$ cat src/hw/rtl/uart_ri_pkg.sv
package uart_ri_pkg;

  localparam int unsigned UART_FIFO_DEPTH = 64;
  localparam int unsigned UART_REG_BYTES  = 1;

  typedef enum logic [1:0] {
    KIND_READ  = 2'd0,
    KIND_WRITE = 2'd1,
    KIND_LINE  = 2'd2
  } kind_t;

  typedef enum logic [2:0] {
    OFF_RX_TX   = 3'd0,
    OFF_IER     = 3'd1,
    OFF_IIR_FCR = 3'd2,
    OFF_LCR     = 3'd3,
    OFF_MCR     = 3'd4,
    OFF_LSR     = 3'd5,
    OFF_MSR     = 3'd6,
    OFF_SCR     = 3'd7
  } reg_off_t;

  localparam logic [7:0] DLL_RESET = 8'h0C;
  localparam logic [7:0] MCR_RESET = 8'h08;
  localparam logic [7:0] LSR_RESET = 8'h60;
  localparam logic [7:0] MSR_VALUE = 8'hB0;
  localparam logic [7:0] IIR_FIXED = 8'hC0;
  localparam logic [3:0] IER_MASK  = 4'hF;

  localparam logic [3:0] IIR_NONE  = 4'h1;
  localparam logic [3:0] IIR_THRE  = 4'h2;
  localparam logic [3:0] IIR_RDA   = 4'h4;

  localparam logic [7:0] LSR_DR    = 8'h01;
  localparam logic [7:0] LSR_TXE   = 8'h60;
  localparam logic [7:0] LSR_TEMT  = 8'h40;

  localparam int unsigned LCR_DLAB_BIT = 7;
  localparam int unsigned MCR_LOOP_BIT = 4;
  localparam int unsigned FCR_EN_BIT   = 0;
  localparam int unsigned FCR_RXCLR_BIT = 1;
  localparam int unsigned FCR_TXCLR_BIT = 2;
  localparam int unsigned IER_RDA_BIT  = 0;
  localparam int unsigned IER_THRE_BIT = 1;

endpackage

$ cat src/hw/rtl/uart_register_interface.sv
// 16550-style UART register block. Each request is a bus read, a bus write
// or a byte from the serial line, and produces exactly one result. A request
// is taken into an input register, decoded and applied to the register file
// and the receive FIFO as it leaves that register, and its result is held in
// an output register: one request per cycle is sustained while the output is
// not stalled. The receive FIFO is a FIFO_DEPTH-entry memory with a registered
// read port that always holds the entry at the head, so a receive-buffer
// read pops without extra latency. The register offset is
// (address >> shift) & 7; the shift amount is written on the cfg port,
// which is always ready and must be written only while no request is in
// flight. Accesses whose size differs from REG_WIDTH_BYTES return bus_error
// and change nothing.
module uart_register_interface #(
  parameter int unsigned FIFO_DEPTH      = uart_ri_pkg::UART_FIFO_DEPTH,
  parameter int unsigned REG_WIDTH_BYTES = uart_ri_pkg::UART_REG_BYTES
) (
  input  logic       clk,
  input  logic       rst_n,

  input  logic       in_valid,
  output logic       in_stall,
  input  logic [1:0] in_kind,
  input  logic [5:0] in_address,
  input  logic [3:0] in_access_size,
  input  logic [7:0] in_wdata,
  input  logic [7:0] in_line_byte,

  output logic       out_valid,
  input  logic       out_stall,
  output logic [7:0] out_rdata,
  output logic       out_bus_error,
  output logic       out_tx_valid,
  output logic [7:0] out_tx_data,
  output logic       out_line_accepted,
  output logic       out_irq,

  input  logic       cfg_valid,
  output logic       cfg_ready,
  input  logic [1:0] cfg_data
);
  import uart_ri_pkg::*;

  localparam int unsigned PW = (FIFO_DEPTH > 1) ? $clog2(FIFO_DEPTH) : 1;
  localparam int unsigned CW = $clog2(FIFO_DEPTH + 1);
  localparam int unsigned SW = PW + 1;

  // input register
  logic       in_v_r;
  logic [1:0] in_kind_r;
  logic [5:0] in_address_r;
  logic [3:0] in_size_r;
  logic [7:0] in_wdata_r;
  logic [7:0] in_line_r;

  // output register
  logic       out_valid_r;
  logic [7:0] out_rdata_r;
  logic       out_bus_error_r;
  logic       out_tx_valid_r;
  logic [7:0] out_tx_data_r;
  logic       out_line_accepted_r;
  logic       out_irq_r;

  // register file
  logic [1:0] shift_r;
  logic [7:0] dll_r, dll_nxt;
  logic [7:0] dlm_r, dlm_nxt;
  logic [3:0] ier_r, ier_nxt;
  logic [3:0] iir_r, iir_nxt;
  logic [7:0] fcr_r, fcr_nxt;
  logic [7:0] lcr_r, lcr_nxt;
  logic [7:0] mcr_r, mcr_nxt;
  logic [7:0] lsr_r, lsr_nxt;
  logic [7:0] scr_r, scr_nxt;
  logic       irq_r, irq_nxt;

  // receive FIFO
  logic [7:0]    rx_mem [FIFO_DEPTH];
  logic [7:0]    rx_rd_r;
  logic [CW-1:0] rx_count_r, rx_count_nxt;
  logic [PW-1:0] rx_head_r, rx_head_nxt;
  logic [PW-1:0] rx_head_inc;
  logic [PW-1:0] rx_tail;
  logic [SW-1:0] tail_sum;
  logic          rx_we;
  logic [7:0]    rx_wdata;
  logic          rx_not_full;

  logic       accept;
  logic       process;
  logic [7:0] rdata_nxt;
  logic       err_nxt;
  logic       txv_nxt;
  logic [7:0] txd_nxt;
  logic       acc_nxt;

  assign accept   = in_valid && !in_stall;
  assign process  = in_v_r && !(out_valid_r && out_stall);
  assign in_stall = in_v_r && out_valid_r && out_stall;
  assign cfg_ready = 1'b1;

  assign out_valid         = out_valid_r;
  assign out_rdata         = out_rdata_r;
  assign out_bus_error     = out_bus_error_r;
  assign out_tx_valid      = out_tx_valid_r;
  assign out_tx_data       = out_tx_data_r;
  assign out_line_accepted = out_line_accepted_r;
  assign out_irq           = out_irq_r;

  assign tail_sum = SW'(rx_head_r) + SW'(rx_count_r);
  assign rx_tail  = (tail_sum >= SW'(FIFO_DEPTH)) ? PW'(tail_sum - SW'(FIFO_DEPTH))
                                                  : PW'(tail_sum);
  assign rx_head_inc = (rx_head_r == PW'(FIFO_DEPTH - 1)) ? '0 : rx_head_r + PW'(1);
  assign rx_not_full = rx_count_r < CW'(FIFO_DEPTH);

  always_comb begin
    logic     dlab;
    logic     refresh;
    reg_off_t off;
    dlab    = lcr_r[LCR_DLAB_BIT];
    off     = reg_off_t'(3'(in_address_r >> shift_r));
    refresh = 1'b0;

    dll_nxt = dll_r;
    dlm_nxt = dlm_r;
    ier_nxt = ier_r;
    iir_nxt = iir_r;
    fcr_nxt = fcr_r;
    lcr_nxt = lcr_r;
    mcr_nxt = mcr_r;
    lsr_nxt = lsr_r;
    scr_nxt = scr_r;
    irq_nxt = irq_r;
    rx_count_nxt = rx_count_r;
    rx_head_nxt  = rx_head_r;
    rx_we    = 1'b0;
    rx_wdata = in_wdata_r;

    rdata_nxt = '0;
    err_nxt   = 1'b0;
    txv_nxt   = 1'b0;
    txd_nxt   = '0;
    acc_nxt   = 1'b0;

    if (process) begin
      unique case (kind_t'(in_kind_r))
        KIND_READ: begin
          if (in_size_r != 4'(REG_WIDTH_BYTES)) begin
            err_nxt = 1'b1;
          end else begin
            unique case (off)
              OFF_RX_TX: begin
                if (dlab) begin
                  rdata_nxt = dll_r;
                end else if (rx_count_r == '0) begin
                  lsr_nxt = lsr_nxt & ~LSR_DR;
                end else begin
                  rdata_nxt    = rx_rd_r;
                  rx_head_nxt  = rx_head_inc;
                  rx_count_nxt = rx_count_r - CW'(1);
                  if (rx_count_r == CW'(1)) begin
                    lsr_nxt = lsr_nxt & ~LSR_DR;
                  end
                end
                refresh = 1'b1;
              end
              OFF_IER:     rdata_nxt = dlab ? dlm_r : {4'h0, ier_r};
              OFF_IIR_FCR: rdata_nxt = {4'h0, iir_r} | IIR_FIXED;
              OFF_LCR:     rdata_nxt = lcr_r;
              OFF_MCR:     rdata_nxt = mcr_r;
              OFF_LSR:     rdata_nxt = lsr_r;
              OFF_MSR:     rdata_nxt = MSR_VALUE;
              OFF_SCR:     rdata_nxt = scr_r;
            endcase
          end
        end
        KIND_WRITE: begin
          if (in_size_r != 4'(REG_WIDTH_BYTES)) begin
            err_nxt = 1'b1;
          end else begin
            unique case (off)
              OFF_RX_TX: begin
                if (dlab) begin
                  dll_nxt = in_wdata_r;
                end else if (mcr_r[MCR_LOOP_BIT]) begin
                  if (rx_not_full) begin
                    rx_we        = 1'b1;
                    rx_count_nxt = rx_count_r + CW'(1);
                    lsr_nxt      = lsr_nxt | LSR_DR;
                  end
                end else begin
                  lsr_nxt = lsr_nxt | LSR_TXE;
                  txv_nxt = 1'b1;
                  txd_nxt = in_wdata_r;
                end
                refresh = 1'b1;
              end
              OFF_IER: begin
                if (dlab) begin
                  dlm_nxt = in_wdata_r;
                end else begin
                  ier_nxt = in_wdata_r[3:0] & IER_MASK;
                end
                refresh = 1'b1;
              end
              OFF_IIR_FCR: begin
                fcr_nxt = in_wdata_r;
                refresh = 1'b1;
              end
              OFF_LCR: begin
                lcr_nxt = in_wdata_r;
                refresh = 1'b1;
              end
              OFF_MCR: begin
                mcr_nxt = in_wdata_r;
                refresh = 1'b1;
              end
              OFF_LSR, OFF_MSR: ;
              OFF_SCR: scr_nxt = in_wdata_r;
            endcase
          end
        end
        KIND_LINE: begin
          if (fcr_r[FCR_EN_BIT] && !mcr_r[MCR_LOOP_BIT] && rx_not_full) begin
            rx_we        = 1'b1;
            rx_wdata     = in_line_r;
            rx_count_nxt = rx_count_r + CW'(1);
            lsr_nxt      = lsr_nxt | LSR_DR;
            acc_nxt      = 1'b1;
            refresh      = 1'b1;
          end
        end
        default: ;
      endcase

      if (refresh) begin
        if (fcr_nxt[FCR_RXCLR_BIT]) begin
          fcr_nxt[FCR_RXCLR_BIT] = 1'b0;
          rx_count_nxt = '0;
          rx_head_nxt  = '0;
          lsr_nxt      = lsr_nxt & ~LSR_DR;
        end
        if (fcr_nxt[FCR_TXCLR_BIT]) begin
          fcr_nxt[FCR_TXCLR_BIT] = 1'b0;
          lsr_nxt = lsr_nxt | LSR_TXE;
        end
        if (ier_nxt[IER_RDA_BIT] && (lsr_nxt & LSR_DR) != '0) begin
          iir_nxt = IIR_RDA;
        end else if (ier_nxt[IER_THRE_BIT] && (lsr_nxt & LSR_TEMT) != '0) begin
          iir_nxt = IIR_THRE;
        end else begin
          iir_nxt = IIR_NONE;
        end
        irq_nxt = (iir_nxt != IIR_NONE);
        if (!ier_nxt[IER_THRE_BIT]) begin
          lsr_nxt = lsr_nxt | LSR_TXE;
        end
      end
    end
  end

  // head entry prefetch, with bypass for a push into an empty FIFO
  always_ff @(posedge clk) begin
    if (rx_we) begin
      rx_mem[rx_tail] <= rx_wdata;
    end
    if (rx_we && rx_tail == rx_head_nxt) begin
      rx_rd_r <= rx_wdata;
    end else begin
      rx_rd_r <= rx_mem[rx_head_nxt];
    end
  end

  always_ff @(posedge clk) begin
    if (!rst_n) begin
      in_v_r      <= 1'b0;
      out_valid_r <= 1'b0;
      shift_r     <= '0;
      dll_r       <= DLL_RESET;
      dlm_r       <= '0;
      ier_r       <= '0;
      iir_r       <= IIR_NONE;
      fcr_r       <= '0;
      lcr_r       <= '0;
      mcr_r       <= MCR_RESET;
      lsr_r       <= LSR_RESET;
      scr_r       <= '0;
      irq_r       <= 1'b0;
      rx_count_r  <= '0;
      rx_head_r   <= '0;
    end else begin
      in_v_r      <= accept || (in_v_r && !process);
      out_valid_r <= process || (out_valid_r && out_stall);
      if (cfg_valid && cfg_ready) begin
        shift_r <= cfg_data;
      end
      dll_r      <= dll_nxt;
      dlm_r      <= dlm_nxt;
      ier_r      <= ier_nxt;
      iir_r      <= iir_nxt;
      fcr_r      <= fcr_nxt;
      lcr_r      <= lcr_nxt;
      mcr_r      <= mcr_nxt;
      lsr_r      <= lsr_nxt;
      scr_r      <= scr_nxt;
      irq_r      <= irq_nxt;
      rx_count_r <= rx_count_nxt;
      rx_head_r  <= rx_head_nxt;
    end
  end

  always_ff @(posedge clk) begin
    if (accept) begin
      in_kind_r    <= in_kind;
      in_address_r <= in_address;
      in_size_r    <= in_access_size;
      in_wdata_r   <= in_wdata;
      in_line_r    <= in_line_byte;
    end
    if (process) begin
      out_rdata_r         <= rdata_nxt;
      out_bus_error_r     <= err_nxt;
      out_tx_valid_r      <= txv_nxt;
      out_tx_data_r       <= txd_nxt;
      out_line_accepted_r <= acc_nxt;
      out_irq_r           <= irq_nxt;
    end
  end

`ifndef ASSERT_OFF
  a_count_bound: assert property (@(posedge clk) disable iff (!rst_n)
    rx_count_r <= CW'(FIFO_DEPTH))
    else $error("receive count above depth");

  a_irq_matches_iir: assert property (@(posedge clk) disable iff (!rst_n)
    irq_r == (iir_r != IIR_NONE))
    else $error("irq level disagrees with interrupt identity");

  a_dr_has_data: assert property (@(posedge clk) disable iff (!rst_n)
    (lsr_r & LSR_DR) != '0 |-> rx_count_r != '0)
    else $error("data ready set with empty receive FIFO");

  a_one_effect: assert property (@(posedge clk) disable iff (!rst_n)
    out_valid_r |-> !(out_tx_valid_r && out_line_accepted_r) &&
                    !(out_bus_error_r && out_tx_valid_r))
    else $error("result carries conflicting effects");
`endif

endmodule
$ cat config.mk
export PLATFORM = sky130hd
export DESIGN_NAME = uart_register_interface
export DESIGN_NICKNAME = d
export VERILOG_FILES = /design/src/hw/rtl/uart_ri_pkg.sv /design/src/hw/rtl/uart_register_interface.sv
export SDC_FILE = /design/constraint.sdc
export NUM_CORES = 1
export LEC_CHECK = 0
export ABC_AREA = 1
export BUFFER_PORTS_ARGS = -buffer_cell sky130_fd_sc_hd__buf_2
export CORE_MARGIN = 3
export CORE_UTILIZATION = 50
export CTS_CLUSTER_DIAMETER = 150
export DETAILED_ROUTE_END_ITERATION = 10
export PLACE_DENSITY = 0.63
export SLEW_MARGIN = 25
export SYNTH_ARGS = -nofsm -noshare
export SYNTH_HDL_FRONTEND = slang
export SYNTH_SLANG_ARGS = --single-unit
$ cat constraint.sdc
create_clock -name clk -period 4.65 [get_ports clk]
set_input_delay 0.465 -clock clk [delete_from_list [all_inputs] [get_ports clk]]
set_output_delay 0.465 -clock clk [all_outputs]
set_load 0.03 [all_outputs]
==> flow_summary.ini, run 1 <==
[status]
status = completed

[power]
p_comb_share_pct = 3.6
p_per_area_nw_per_um2 = 392
finalPower_uw = 11800
p_switching_uw = 2460
p_int_uw = 9340
clkPwrFrac_pct = 43.3
p_seq_share_pct = 53.1
vdd_drop_max_uv = 255
power.leakage_uw = 0.0109
p_sw_share_pct = 20.9

[finish]
nNetsFinal = 2582
area_growth_pct = 11.5
final.fill_count = 4507
drive_above_1_share_pct = 9.28
seqCellArea_um2 = 18400
n_antenna_cell = 0
multi_input_area_um2 = 7730

[yosys]
synthAdderAreaFrac_pct = 0.722
postSynth.asyncResetShare_pct = 0
syn_nets = 2561
syn_inst = 2511
synth.ff_latch_count = 637
synth_flop_cell = edfxtp_1
avgSynthCellArea_um2 = 10.8
synth-compound-area-share_pct = 9.43
synth_cell_types = 45
synth-xor-area-share_pct = 0.259
synth-edff-count = 560
synthSimpleGateAreaFrac_pct = 17.9
synth_top_family_by_area = simple AND/OR/NAND/NOR gates
synthesis.area_um2 = 27000
synth_mux_area_share_pct = 0
yosysWarnings = 0
yosysSeqAreaShare_pct = 67.9

[worst_hold_path]
hold_path.startpoint = in_address[0]
hp-class = input pin to flop

[critical_path]
cp.arrival_ns = 3.62
worstPathRequired_ns = 4.86
crit_path_end_kind = flop
crit_fanout = 9
critPathKind = flop to flop
startpoint = rx_count_r[2]
crit_path_start_kind = flop
r2r-start = rx_count_r[2]

[grt]
grt_pass1_wl_um = 108000
antenna_found_initial = 0
grt_pass1_vias = 18500
grt_max_degree = 150
grt_usage_pct = 25.0
grt-ovfl-total = 0

[floorplan]
die_w_um = 238
die-area_um2 = 56900
rows = 84
ios = 58
core_um2 = 53000
start_util_pct = 51.0
die_h_um = 238

[detailed_routing]
vias = 18900
drtIter0Drc = 2142
routed_wl_um = 70900
viasPerCell = 5.80
drc = 0
drt_first_pass_iters = 6
ant_nets = 0
wl_per_cell_um = 21.7

[clocking]
path_clk_slew_ns = 0.06
cts_tree = done
numCtsBuffers = 67
cts-root-buf = clkbuf_16
cts_resized = 0
clock_latency_ns = 0.59
h-tree-depth = 3
post_cts_buffers = 0
ctsHoldBuffers = 0
cts_buffer_depth = 3
clock_sinks = 637

[timing]
grt_setup_unrepaired = no
drv_slew = 0
fin_crit_sh_pct = 73.4
final.setup.tns_ns = 0
setup_violations = 0
tightest_slew_ns = 0.967
hold_violations = 0
fmax_ghz = 0.293
slew_headroom_pct = 35.4
finClkSkew_ns = 0.0300
min_period_ns = 3.41

[placement]
portBuffers = 56
dpl.hpwl_um = 42900
gp_congestion = 0.909

[run]
max-cap-violations = 0
==> sequential cells by signal, indices dropped and copies added, names as in the netlist, 2 cells and up, named ones only <==
signal	cells
in_size_r	4
iir_r	3
rx_head_r	6
dll_r	8
dlm_r	8
out_tx_data	8
fcr_r	3
in_line_r	8
ier_r	4
rx_count_r	7
in_kind_r	2
in_address_r	6
in_wdata_r	8
mcr_r	8
rx_mem	512
lcr_r	8
lsr_r	3
shift_r	2
out_rdata	8
scr_r	8
==> cell families (layout without fill, tap and decap cells) <==
family,Yosys count,in the layout
buffers and inverters,249,313
other,1,1
AO/OA/AOI/OAI,480,480
flip-flops,637,637
adder cells (fa/ha/maj),15,15
XOR/XNOR,8,8
AND/OR/NAND/NOR,1121,1121
==> layout make-up <==
type,instances,area share (%)
Clock inverter,29,0.922
Multi-Input combinational cell,1625,25.7
Timing Repair Buffer,83,2.18
Sequential cell,637,60.9
Tap cell,688,2.86
Inverter,118,1.49
Clock buffer,83,5.94
==> stage by stage <==
stage,hold WS [ns],utilization [%],std cells,instance area [um2],setup WS (ns)
3_3_place_gp,0.438,53.0,3151,28100,1.38
4_1_cts,0.0234,56.9,3263,30100,1.29
2_1_floorplan,0.423,-,2511,27000,0.769
6_report,0.0497,56.9,3263,30100,1.24
5_1_grt,0.0360,56.9,3263,30100,1.04
3_5_place_dp,0.445,53.0,3151,28100,1.31
==> critical path, cell delays in order, from the launching register on <==
cell and delay [ns]:
dfxtp_1 0.51, ha_1 0.34, a21oi_1 0.22, nand2_1 0.08, nand2_1 0.08, nand2_1 0.05, a21oi_1 0.15, xor2_1 0.32
nand3_1 0.52, nor2_1 0.74
==> Yosys cell counts (2+ instances only) <==
cell / instances / share of area (%)
nand3_1: 218 / 4.0
o21ai_0: 224 / 4.1
inv_2: 10 / 0.14
xnor2_1: 3 / 0.097
buf_4: 5 / 0.14
ha_1: 14 / 0.65
nand2_1: 569 / 7.9
dfxtp_1: 77 / 5.7
nor2_8: 3 / 0.22
nand2_4: 12 / 0.50
a21oi_1: 158 / 2.9
buf_1: 12 / 0.17
o21ai_1: 5 / 0.093
edfxtp_1: 560 / 62
o211ai_1: 5 / 0.14
nand3_2: 3 / 0.11
nor2_2: 5 / 0.12
buf_6: 3 / 0.12
nand3b_1: 3 / 0.083
o2111ai_1: 2 / 0.065
buf_2: 40 / 0.74
inv_1: 106 / 1.5
clkinv_1: 2 / 0.028
o22ai_1: 70 / 1.6
nand4_1: 11 / 0.25
nor3_1: 7 / 0.13
a22oi_1: 2 / 0.056
xor2_1: 5 / 0.16
a211oi_1: 2 / 0.056
a31oi_1: 2 / 0.046
clkbuf_1: 71 / 0.99
nor2_4: 9 / 0.37
nor2_1: 269 / 3.7
o31ai_1: 8 / 0.22
nand2_2: 6 / 0.14
==> layer usage <==
metal  share of wire, %  track usage, %  vias to the layer above
li1                   -               -                     8828
met1                 42            34.8                     9125
met2                 48            40.7                      846
met3                7.8            3.61                      117
met4                2.9            8.89                        0
met5                  0               0                        -
==> layout by cell type, fill, tap and decap left out, drive strengths merged <==
cell      count
inv         119
edfxtp      560
nand3       222
nand4        12
clkinv       19
clkbuf       83
dfxtp        77
or2           2
and2          1
o211ai        5
o21bai        1
xor2          5
o21ai       229
nand2       587
a211oi        2
conb          1
a31oi         2
ha           14
o2111ai       2
o22ai        70
nor2        286
nor3          8
fa            1
buf          83
o31ai         8
a21oi       158
bufinv        5
a22oi         2
a311oi        1
xnor2         3
clkinvlp      4
nand3b        3
==> power groups by stage <==
| stage | Combinational, uW | Sequential, uW | Clock, uW |
|---|---|---|---|
| finish | 421 | 6270 | 5120 |
| global route | 454 | 6270 | 5440 |
| CTS | 419 | 6270 | 5190 |
| detailed placement | 417 | 6390 | 0 |
| global placement | 417 | 6390 | 0 |
| floorplan | 224 | 6410 | 0 |
==> worst paths after layout <==
check / end / slack [ns] / depth (start not counted)
min reg2reg: scr_r[1] / 0.45 / 2
max: rx_mem[44][7] / 1.24 / 9
min: in_address_r[0] / 0.05 / 1
max reg2reg: rx_mem[44][7] / 1.24 / 9
Power figures use the tool's default switching activity.
==> run 2, diff against run 1 <==
==> constraint.sdc (replaced) <==
create_clock -name clk -period 3.45 [get_ports clk]
set_input_delay 0.345 -clock clk [delete_from_list [all_inputs] [get_ports clk]]
set_output_delay 0.345 -clock clk [all_outputs]
set_load 0.03 [all_outputs]
==> flow_summary.ini, run 2 (same netlist as run 1, synthesis figures left out) <==
[finish]
largest_reg_flops = 512
final_common_cell = nand2_1
instances_no_fill = 3365
finish.utilization_pct = 58.4
largest_register = rx_mem
nNetsFinal = 2680
drive_above_1_share_pct = 11.4
final.fill_count = 4338
area_growth_pct = 14.6
final_cell_mix = 569 x nand2_1, 560 x edfxtp_1, 268 x nor2_1

[timing]
drv_slew = 0
tightest_slew_ns = 0.895
finClkSkew_ns = 0.0170
final.setup.tns_ns = 0
setup_violations = 0
min_period_ns = 3.22
hold_violations = 0
slew_headroom_pct = 40.2
setup_ws_ns = 0.235
fin_crit_sh_pct = 93.2
grt_setup_unrepaired = no
fmax_ghz = 0.311

[detailed_routing]
ant_nets = 0
viasPerCell = 5.79
drtIter0Drc = 2392
drc = 0
routed_wl_um = 73600
drt_first_pass_iters = 6
vias = 19500
wl_per_cell_um = 21.9

[critical_path]
crit_fanout = 9
cp.arrival_ns = 3.44
startpoint = rx_count_r[2]
r2r-start = rx_count_r[2]
crit_path_end_kind = flop
critPathKind = flop to flop
worstPathRequired_ns = 3.67
crit_path_start_kind = flop

[clocking]
cts_buffer_depth = 3
numCtsBuffers = 67
clock_latency_ns = 0.59
cts_tree = done
path_clk_slew_ns = 0.06
cts-root-buf = clkbuf_16
post_cts_buffers = 0
clock_sinks = 637
h-tree-depth = 3

[grt]
grt_max_degree = 150
grtUsageMet2_pct = 41.6
grt_pass1_vias = 18800
grt_pass1_wl_um = 113000
use_met3_pct = 4.20
antenna_found_initial = 0
grt-ovfl-total = 0
grtUsageMet1_pct = 37.4
grt.busiest_layer = met2
grt_usage_pct = 26.0

[placement]
portBuffers = 56
dpl.hpwl_um = 45200
gp_congestion = 0.915
dp_slack_ns = 0.226
placedCellCount = 3221

[power]
power.leakage_uw = 0.0114
vdd_drop_max_uv = 317
p_per_area_nw_per_um2 = 515

[worst_hold_path]
hp-class = input pin to flop
hold_path.startpoint = cfg_data[1]

[run]
max-cap-violations = 0

[floorplan]
core_um2 = 53000
start_util_pct = 51.0
ios = 58
die_w_um = 238
die_h_um = 238
die-area_um2 = 56900
rows = 84

[status]
status = completed
==> run 2: cell count changes in the layout (fill, tap and decap cells not counted), sizes merged <==
| cell | before | now |
|---|---|---|
| buf | 83 | 153 |
| dlygate4sd3 | 0 | 28 |
| clkbuf | 83 | 88 |
| clkinvlp | 4 | 0 |
| clkinv | 19 | 21 |
| diode | 0 | 1 |
==> run 2: layout make-up <==
type	count	area (um2)	share of cell area [%]
Clock inverter	27	259	0.837
Multi-Input combinational cell	1625	7740	25.0
Inverter	118	448	1.45
Sequential cell	637	18400	59.3
Clock buffer	88	1800	5.81
Tap cell	688	861	2.78
Antenna cell	1	2.50	0.00808
Timing Repair Buffer	181	1490	4.81
==> run 2: final timing paths <==
| check | to | slack (ns) | depth (start not counted) |
|---|---|---|---|
| min | shift_r[1] | 0.04 | 3 |
| min reg2reg | scr_r[1] | 0.45 | 2 |
| max reg2reg | rx_mem[20][1] | 0.23 | 10 |
| max | rx_mem[20][1] | 0.23 | 10 |
==> run 2: where the power goes <==
part / switching [uW] / internal, uW / total (uW)
clock: 2860 / 4030 / 6890
combinational: 446 / 158 / 604
sequential: 25.2 / 8420 / 8450
==> run 2: worst max-delay path, stage by stage, from the launching register on <==
cell     delay (ns)
dfxtp_1        0.51
ha_1           0.34
a21oi_1        0.21
nand2_1        0.07
nand2_1        0.07
nand2_1        0.05
a21oi_1        0.15
xor2_1         0.18
nor2_1         0.29
nand2_1        0.36
nor2_1         0.62
==> run 2: metrics by stage <==
stage / cell area, um2 / total power, uW / hold WS (ns)
floorplan: 27000 / 8940 / 0.423
global placement: 28600 / 9180 / 0.440
detailed placement: 28600 / 9190 / 0.444
CTS: 31000 / 16000 / 0.0193
global route: 31000 / 16400 / 0.0583
finish: 31000 / 15900 / 0.0420
==> run 2: repair_timing <==
item,4_1_cts,5_1_grt
gates resized for setup,0,1
hold endpoints to repair,28,0
setup endpoints to repair,0,8
hold buffers,28,0
==> run 2: routing by layer <==
layer / vias up / share of wire [%] / routed length, um
met5: - / 0 / 0
li1: 9027 / - / -
met3: 127 / 8.0 / 5910
met1: 9379 / 43 / 31400
met2: 938 / 47 / 34400
met4: 0 / 2.5 / 1840
